## src/design/rtd_pkg.sv

```systemverilog
// Shared types and constants for the ring termination detector.
package rtd_pkg;

	localparam int MAX_NODES       = 64;
	localparam int COUNT_WIDTH     = 32;
	localparam int RANK_WIDTH      = 6;
	localparam int NCOUNT_WIDTH    = 7;
	localparam int SUM_WIDTH       = 32;
	localparam int CMD_WIDTH       = 3;
	localparam int ACTION_WIDTH    = 2;
	localparam int CFG_INDEX_WIDTH = 1;
	localparam int CFG_DATA_WIDTH  = 7;
	localparam int IN_DATA_WIDTH   = 64;
	localparam int OUT_DATA_WIDTH  = 72;

	typedef enum logic [CMD_WIDTH-1:0] {
		CMD_DATA_SENT    = 3'd0,
		CMD_DATA_ARRIVED = 3'd1,
		CMD_ENTER_WAIT   = 3'd2,
		CMD_PROBE        = 3'd3,
		CMD_TERMINATE    = 3'd4
	} cmd_t;

	typedef enum logic [ACTION_WIDTH-1:0] {
		ACT_NONE      = 2'd0,
		ACT_PROBE     = 2'd1,
		ACT_BROADCAST = 2'd2,
		ACT_REPORT    = 2'd3
	} action_t;

	typedef enum logic [CFG_INDEX_WIDTH-1:0] {
		REG_NODE_RANK  = 1'd0,
		REG_NODE_COUNT = 1'd1
	} reg_index_t;

	typedef struct packed {
		logic [CMD_WIDTH-1:0] command;
		logic [SUM_WIDTH-1:0] probe_sent;
		logic [SUM_WIDTH-1:0] probe_recv;
	} item_t;

	typedef struct packed {
		logic                 is_waiting;
		logic                 is_terminated;
		logic [SUM_WIDTH-1:0] probe_recv;
		logic [SUM_WIDTH-1:0] probe_sent;
		logic [RANK_WIDTH-1:0] dest_node;
		action_t              action;
	} result_t;

endpackage

```

## src/design/rtd_node.sv

```systemverilog
// Node state of the termination detector and the logic that handles one item.
module rtd_node #(
	parameter int COUNT_WIDTH = rtd_pkg::COUNT_WIDTH
) (
	input  logic                                clk,
	input  logic                                arst_n,
	input  logic                                cfg_we,
	input  logic [rtd_pkg::CFG_INDEX_WIDTH-1:0] cfg_index,
	input  logic [rtd_pkg::CFG_DATA_WIDTH-1:0]  cfg_data,
	input  logic                                advance,
	input  rtd_pkg::item_t                      item,
	output rtd_pkg::result_t                    result
);

	logic [rtd_pkg::RANK_WIDTH-1:0]   node_rank_q;
	logic [rtd_pkg::NCOUNT_WIDTH-1:0] node_count_q;

	logic [COUNT_WIDTH-1:0] sent_count_q, recv_count_q, round_recv_q;
	logic [COUNT_WIDTH-1:0] held_sent_q, held_recv_q;
	logic first_due_q, waiting_q, done_q, held_valid_q;

	logic [COUNT_WIDTH-1:0] sent_count_d, recv_count_d, round_recv_d;
	logic [COUNT_WIDTH-1:0] held_sent_d, held_recv_d;
	logic first_due_d, waiting_d, done_d, held_valid_d;

	logic                             use_held;
	logic [COUNT_WIDTH-1:0]           pin_s, pin_r, sum_s, sum_r;
	logic [rtd_pkg::NCOUNT_WIDTH-1:0] next_rank;
	logic                             wrap;
	logic [rtd_pkg::RANK_WIDTH-1:0]   fwd_dest;
	logic                             single_node;
	logic                             do_probe;

	// A probe is processed either straight from the item or from the holding register.
	assign use_held = (item.command == rtd_pkg::CMD_ENTER_WAIT);
	assign pin_s = use_held ? held_sent_q : COUNT_WIDTH'(item.probe_sent);
	assign pin_r = use_held ? held_recv_q : COUNT_WIDTH'(item.probe_recv);
	assign sum_s = pin_s + sent_count_q;
	assign sum_r = pin_r + recv_count_q;

	// Node counts above the supported maximum are clamped to it.
	assign next_rank   = rtd_pkg::NCOUNT_WIDTH'(node_rank_q) + 1'b1;
	assign wrap        = (next_rank >= node_count_q)
		|| (32'(next_rank) >= 32'(rtd_pkg::MAX_NODES));
	assign fwd_dest    = wrap ? '0 : next_rank[rtd_pkg::RANK_WIDTH-1:0];
	assign single_node = (node_count_q < 7'd2) || (rtd_pkg::MAX_NODES < 2);

	always_comb begin
		sent_count_d = sent_count_q;
		recv_count_d = recv_count_q;
		round_recv_d = round_recv_q;
		held_sent_d  = held_sent_q;
		held_recv_d  = held_recv_q;
		first_due_d  = first_due_q;
		waiting_d    = waiting_q;
		done_d       = done_q;
		held_valid_d = held_valid_q;
		do_probe     = 1'b0;
		result.action     = rtd_pkg::ACT_NONE;
		result.dest_node  = '0;
		result.probe_sent = '0;
		result.probe_recv = '0;

		case (item.command)
			rtd_pkg::CMD_DATA_SENT: begin
				sent_count_d = sent_count_q + 1'b1;
			end
			rtd_pkg::CMD_DATA_ARRIVED: begin
				recv_count_d = recv_count_q + 1'b1;
				waiting_d    = 1'b0;
			end
			rtd_pkg::CMD_ENTER_WAIT: begin
				waiting_d = 1'b1;
				if (done_q) begin
					result.action = rtd_pkg::ACT_REPORT;
				end else if (node_rank_q == '0 && first_due_q) begin
					first_due_d = 1'b0;
					if (single_node) begin
						done_d        = 1'b1;
						result.action = rtd_pkg::ACT_REPORT;
					end else begin
						result.action    = rtd_pkg::ACT_PROBE;
						result.dest_node = rtd_pkg::RANK_WIDTH'(1);
					end
				end else if (held_valid_q) begin
					held_valid_d = 1'b0;
					do_probe     = 1'b1;
				end
			end
			rtd_pkg::CMD_PROBE: begin
				if (!done_q) begin
					if (!waiting_q) begin
						held_valid_d = 1'b1;
						held_sent_d  = COUNT_WIDTH'(item.probe_sent);
						held_recv_d  = COUNT_WIDTH'(item.probe_recv);
					end else begin
						do_probe = 1'b1;
					end
				end
			end
			rtd_pkg::CMD_TERMINATE: begin
				if (!done_q && node_rank_q != '0) begin
					done_d        = 1'b1;
					result.action = rtd_pkg::ACT_REPORT;
				end
			end
			default: begin
			end
		endcase

		if (do_probe) begin
			if (node_rank_q == '0) begin
				// The root ends the run once a full round saw no change in traffic.
				if (sum_s == round_recv_q) begin
					done_d        = 1'b1;
					result.action = rtd_pkg::ACT_BROADCAST;
				end else begin
					round_recv_d     = sum_r;
					result.action    = rtd_pkg::ACT_PROBE;
					result.dest_node = rtd_pkg::RANK_WIDTH'(1);
				end
			end else begin
				result.action     = rtd_pkg::ACT_PROBE;
				result.dest_node  = fwd_dest;
				result.probe_sent = rtd_pkg::SUM_WIDTH'(sum_s);
				result.probe_recv = rtd_pkg::SUM_WIDTH'(sum_r);
			end
		end

		result.is_terminated = done_d;
		result.is_waiting    = waiting_d;
	end

	always_ff @(posedge clk or negedge arst_n) begin
		if (!arst_n) begin
			node_rank_q  <= '0;
			node_count_q <= rtd_pkg::NCOUNT_WIDTH'(1);
		end else if (cfg_we) begin
			case (cfg_index)
				rtd_pkg::REG_NODE_RANK:  node_rank_q  <= cfg_data[rtd_pkg::RANK_WIDTH-1:0];
				rtd_pkg::REG_NODE_COUNT: node_count_q <= cfg_data;
				default: begin
				end
			endcase
		end
	end

	always_ff @(posedge clk or negedge arst_n) begin
		if (!arst_n) begin
			sent_count_q <= '0;
			recv_count_q <= '0;
			round_recv_q <= '0;
			first_due_q  <= 1'b1;
			waiting_q    <= 1'b0;
			done_q       <= 1'b0;
			held_valid_q <= 1'b0;
		end else if (advance) begin
			sent_count_q <= sent_count_d;
			recv_count_q <= recv_count_d;
			round_recv_q <= round_recv_d;
			first_due_q  <= first_due_d;
			waiting_q    <= waiting_d;
			done_q       <= done_d;
			held_valid_q <= held_valid_d;
		end
	end

	always_ff @(posedge clk) begin
		if (advance) begin
			held_sent_q <= held_sent_d;
			held_recv_q <= held_recv_d;
		end
	end

endmodule

```

## src/design/ring_termination_detector.sv

```systemverilog
// Ring termination detector: one node of a counting-based termination ring.
//
// Events enter on the s_ channel: s_tuser carries the command (data sent, data
// arrived, enter wait, probe arrived, termination arrived) and s_tdata the
// sums of an arriving probe. Every event gives exactly one result on the m_
// channel: m_tuser holds the action, m_tdata the probe destination, the probe
// sums and the terminated and waiting flags.
// Each item passes an input register and a result register: its result is
// presented on m_ once it moves from the input register into the result
// register, and is taken at an edge where m_tready is high.
// One item per cycle is sustained while m_tready stays high; the node state is
// updated by the single add-and-compare path between the two registers.
// When m_tready is low the result register holds its item, the input
// register fills, and s_tready drops until the result is taken.
// Reset clears all counters and flags, sets rank 0 and a ring of one node,
// and arms the first probe of the root.
// The configuration port writes node_rank (index 0) or node_count (index 1);
// the user must write it only while no items are in flight: the block does not enforce this.
module ring_termination_detector #(
	parameter int COUNT_WIDTH = rtd_pkg::COUNT_WIDTH
) (
	input  logic                                 clk,
	input  logic                                 arst_n,
	input  logic                                 cfg_we,
	input  logic [rtd_pkg::CFG_INDEX_WIDTH-1:0]  cfg_index,
	input  logic [rtd_pkg::CFG_DATA_WIDTH-1:0]   cfg_data,
	input  logic                                 s_tvalid,
	output logic                                 s_tready,
	// probe_sent_in, probe_recv_in
	input  logic [rtd_pkg::IN_DATA_WIDTH-1:0]    s_tdata,
	// command
	input  logic [rtd_pkg::CMD_WIDTH-1:0]        s_tuser,
	output logic                                 m_tvalid,
	input  logic                                 m_tready,
	// dest_node, probe_sent_out, probe_recv_out, is_terminated, is_waiting
	output logic [rtd_pkg::OUT_DATA_WIDTH-1:0]   m_tdata,
	// action
	output logic [rtd_pkg::ACTION_WIDTH-1:0]     m_tuser
);

	rtd_pkg::item_t   item_s1;
	logic             valid_s1;
	rtd_pkg::result_t res_next;
	rtd_pkg::result_t res_q;
	logic             out_valid_q;
	logic             advance;

	assign advance  = valid_s1 && (!out_valid_q || m_tready);
	assign s_tready = !valid_s1 || advance;

	always_ff @(posedge clk or negedge arst_n) begin
		if (!arst_n) begin
			valid_s1 <= 1'b0;
		end else if (s_tready) begin
			valid_s1 <= s_tvalid;
		end
	end

	always_ff @(posedge clk) begin
		if (s_tready && s_tvalid) begin
			item_s1.command    <= s_tuser;
			item_s1.probe_sent <= s_tdata[rtd_pkg::SUM_WIDTH-1:0];
			item_s1.probe_recv <= s_tdata[2*rtd_pkg::SUM_WIDTH-1:rtd_pkg::SUM_WIDTH];
		end
	end

	rtd_node #(
		.COUNT_WIDTH(COUNT_WIDTH)
	) u_node (
		.clk      (clk),
		.arst_n   (arst_n),
		.cfg_we   (cfg_we),
		.cfg_index(cfg_index),
		.cfg_data (cfg_data),
		.advance  (advance),
		.item     (item_s1),
		.result   (res_next)
	);

	always_ff @(posedge clk or negedge arst_n) begin
		if (!arst_n) begin
			out_valid_q <= 1'b0;
		end else if (advance) begin
			out_valid_q <= 1'b1;
		end else if (m_tready) begin
			out_valid_q <= 1'b0;
		end
	end

	always_ff @(posedge clk) begin
		if (advance) begin
			res_q <= res_next;
		end
	end

	assign m_tvalid = out_valid_q;
	assign m_tuser  = res_q.action;
	assign m_tdata  = {res_q.is_waiting, res_q.is_terminated, res_q.probe_recv,
		res_q.probe_sent, res_q.dest_node};

endmodule

```

## config.mk

```make
export PLATFORM = sky130hd
export DESIGN_NAME = ring_termination_detector
export DESIGN_NICKNAME = d
export VERILOG_FILES = /design/src/design/rtd_pkg.sv /design/src/design/rtd_node.sv /design/src/design/ring_termination_detector.sv
export SDC_FILE = /design/constraint.sdc
export NUM_CORES = 1
export LEC_CHECK = 0
export BUFFER_PORTS_ARGS = -buffer_cell sky130_fd_sc_hd__buf_2
export CORE_UTILIZATION = 47
export CTS_BUF_LIST = sky130_fd_sc_hd__clkbuf_4 sky130_fd_sc_hd__clkbuf_8
export CTS_CLUSTER_SIZE = 24
export DETAILED_ROUTE_END_ITERATION = 10
export PLACE_DENSITY = 0.66
export SYNTH_ARGS = -nofsm -noshare
export SYNTH_HDL_FRONTEND = slang
export SYNTH_SLANG_ARGS = --single-unit
```

## constraint.sdc

```tcl
create_clock -name clk -period 9 [get_ports clk]
set_input_delay 2.25 -clock clk [delete_from_list [all_inputs] [get_ports clk]]
set_output_delay 2.25 -clock clk [all_outputs]
set_load 0.01 [all_outputs]
```

==> metrics.csv <==
metric;value;unit
core footprint;34900;um^2
final-report hold violation count;0;
via count;11666;
cell taking the most area after synthesis;edfxtp_1;
CTS tree;yes;
chip width;191;um
final slew viol count;0;
CTS resizes;0;
root buf cell;clkbuf_8;
RSZ-0062 raised after global routing;false;
clock skew;40.9;ps
Synth Net Count;1660;
Worst slew margin;0.306;
vias in the first global route;11586;
Tot GR Track Use;0.226;
postcts setup bufs;0;
hold buffer count at CTS;0;
Final #Nets;1830;
Syn-to-layout area delta;13.9;%
Distinct cells, synth;81;
drt drc;0;
Pleak;8.30;nW
Critical Path Sink Type;register;
die area;36500;um^2
setup TNS;0;ps
mean post-synth cell area;11.2;um^2
Worst path max stage delay;500;ps
Clock Latency Late Sink;650;ps
Final min period;5740;ps
WL final;39900;um
Port Buf Inserts;155;
dpl ws;3250;ps
asr flop ratio synth;0.359;
largest net degree at the start of global routing;76;
Pre-Repair DR Iteration Count;5;
height of the die;191;um
num rows;68;
critical path class;reg -> reg;
critical path, cell by cell;nor2b_1 > nand2b_2 > buf_4 > nand2_1 > nand2_1 > ha_1 > inv_1 > fa_1 > nand3b_1 > a2111oi_2 > nor3_4 > o21ai_0 > a211oi_1 > nor4b_1 > nor4_1 > and3_1 > a31oi_4 > buf_4 > mux2_2;
Final setup violation count;0;
met2 wire len;19000;um
clk slew on worst S/H paths;60;ps
initial core utilization;0.482;
Routed Antenna Nets;0;
Seq/Total Area, Yosys;0.538;
synthesized cell area;16800;um^2
Post-synth EDFFs;205;
deepest clock path buffer count;3;
CP Buf/Inv Count;3;
first-pass GRT wire length;63200;um
most common library cells after synthesis;nand2_1, edfxtp_1, dfrtp_1;
Synth warnings;0;
antenna cells;0;
Worst setup SP type;register;
top cells by area, synth;edfxtp_1, dfrtp_1, nand2_1;
Crit path required time;9510;ps
Placer Congestion;0.935;
Clock Sinks;320;
DRT met1 WL;18200;um
WL met3;1800;um
worst-margin pin slew;1040;ps
fin util;0.549;
fmax;0.174;GHz
Synth Register Bits;320;
initial DRC count;657;
post-place instance area;18000;um^2
per-cell routed wire length;18.4;um
cts bufs inserted;53;
Max Cap Viol;0;
DR vias/cell;5.37;
CTS H-Tree Depth;2;
share of layout cells above drive strength 1;0.186;
DR top layer;met4;
placed wire-length estimate;29300;um
most common cell in the netlist;nand2_1;
Ports;156;
GR Overflow Total;0;
critical path's slowest cell;buf_4;
worst hold path type;reg -> reg;
Worst Setup Slack, final;3260;ps
status;finished, final reports clean;
CP Max Fanout;36;
ys flop type;edfxtp_1;
CP top delay family;simple AND/OR/NAND/NOR gates;
CP arrival;6240;ps
post-route cell area;19100;um^2
power density cells;182;nW/um^2
initial antenna violation count;0;
VDD IR max;0.191;mV
final worst-path cycle share;0.638;
Synth top area share;0.366;
Post-Synthesis Cells;1504;
==> cell families after synthesis <==
kind of cell | share of synthesized area
AO/OA/AOI/OAI | 0.0917
adder cells (fa/ha/maj) | 0.0575
flip-flops | 0.538
XOR/XNOR | 0.0911
buffers and inverters | 0.0222
multiplexers | 0.0347
AND/OR/NAND/NOR | 0.165
==> flip-flops by register name, indices dropped and copies added (netlist names), 6 cells and up <==
| signal | cells |
|---|---|
| u_node.held_recv_q | 32 |
| m_tdata | 72 |
| u_node.round_recv_q | 32 |
| item_s1 | 67 |
| u_node.recv_count_q | 32 |
| u_node.node_count_q | 7 |
| u_node.held_sent_q | 32 |
| u_node.sent_count_q | 32 |
| u_node.node_rank_q | 6 |
==> report_power, final <==
| group | internal (mW) | switching [mW] | total, mW |
|---|---|---|---|
| registers | 1.65 | 0.0523 | 1.70 |
| clock network | 0.718 | 0.587 | 1.31 |
| logic | 0.195 | 0.286 | 0.481 |
| total | 2.56 | 0.926 | 3.48 |
==> final cells by class <==
class | instances | area (um^2)
Fill cell | 3041 | 15700
Sequential cell | 320 | 9040
Multi-Input combinational cell | 1092 | 7420
Clock buffer | 73 | 911
Timing Repair Buffer | 166 | 861
Tap cell | 455 | 569
Clock inverter | 27 | 188
Inverter | 41 | 155
==> final timing paths <==
path	startpoint	endpoint	slack [ps]	cells after the start
max in group asynchronous	arst_n	u_node.recv_count_q[15]	6030	2
min in group asynchronous	arst_n	valid_s1	1650	1
setup / recovery	item_s1[65]	u_node.round_recv_q[1]	3260	19
hold / removal	item_s1[2]	u_node.held_recv_q[2]	440	0
setup reg to reg	item_s1[65]	u_node.round_recv_q[1]	3260	19
hold reg to reg	item_s1[2]	u_node.held_recv_q[2]	440	0
==> metrics by stage <==
step	hold WS, ps	cells	power, mW
CTS	447	2174	3.53
detailed placement	437	2074	2.21
global route	456	2174	3.65
global placement	433	2074	2.20
finish	444	2174	3.48
floorplan	426	1504	2.04
==> cells in the final DEF, fill, tap and decap left out, types with 20 or more instances in the layout <==
cell type / count
xnor2_1: 90
ha_1: 74
nand4_1: 24
clkbuf_8: 58
buf_2: 154
nand2_1: 270
dfrtp_1: 113
xor2_1: 51
edfxtp_1: 205
o21ai_0: 35
a21o_1: 20
and2_1: 22
a21oi_1: 54
inv_1: 40
nor2_1: 100
nand3_1: 48
and3_1: 30
nor3_1: 21
==> layer usage <==
layer | track usage | vias up
met4 | 0.0769 | 0
li1 | - | 5753
met1 | 0.308 | 5572
met3 | 0.0336 | 66
met2 | 0.367 | 275
met5 | 0 | -
(Power assumes the default switching activity.)
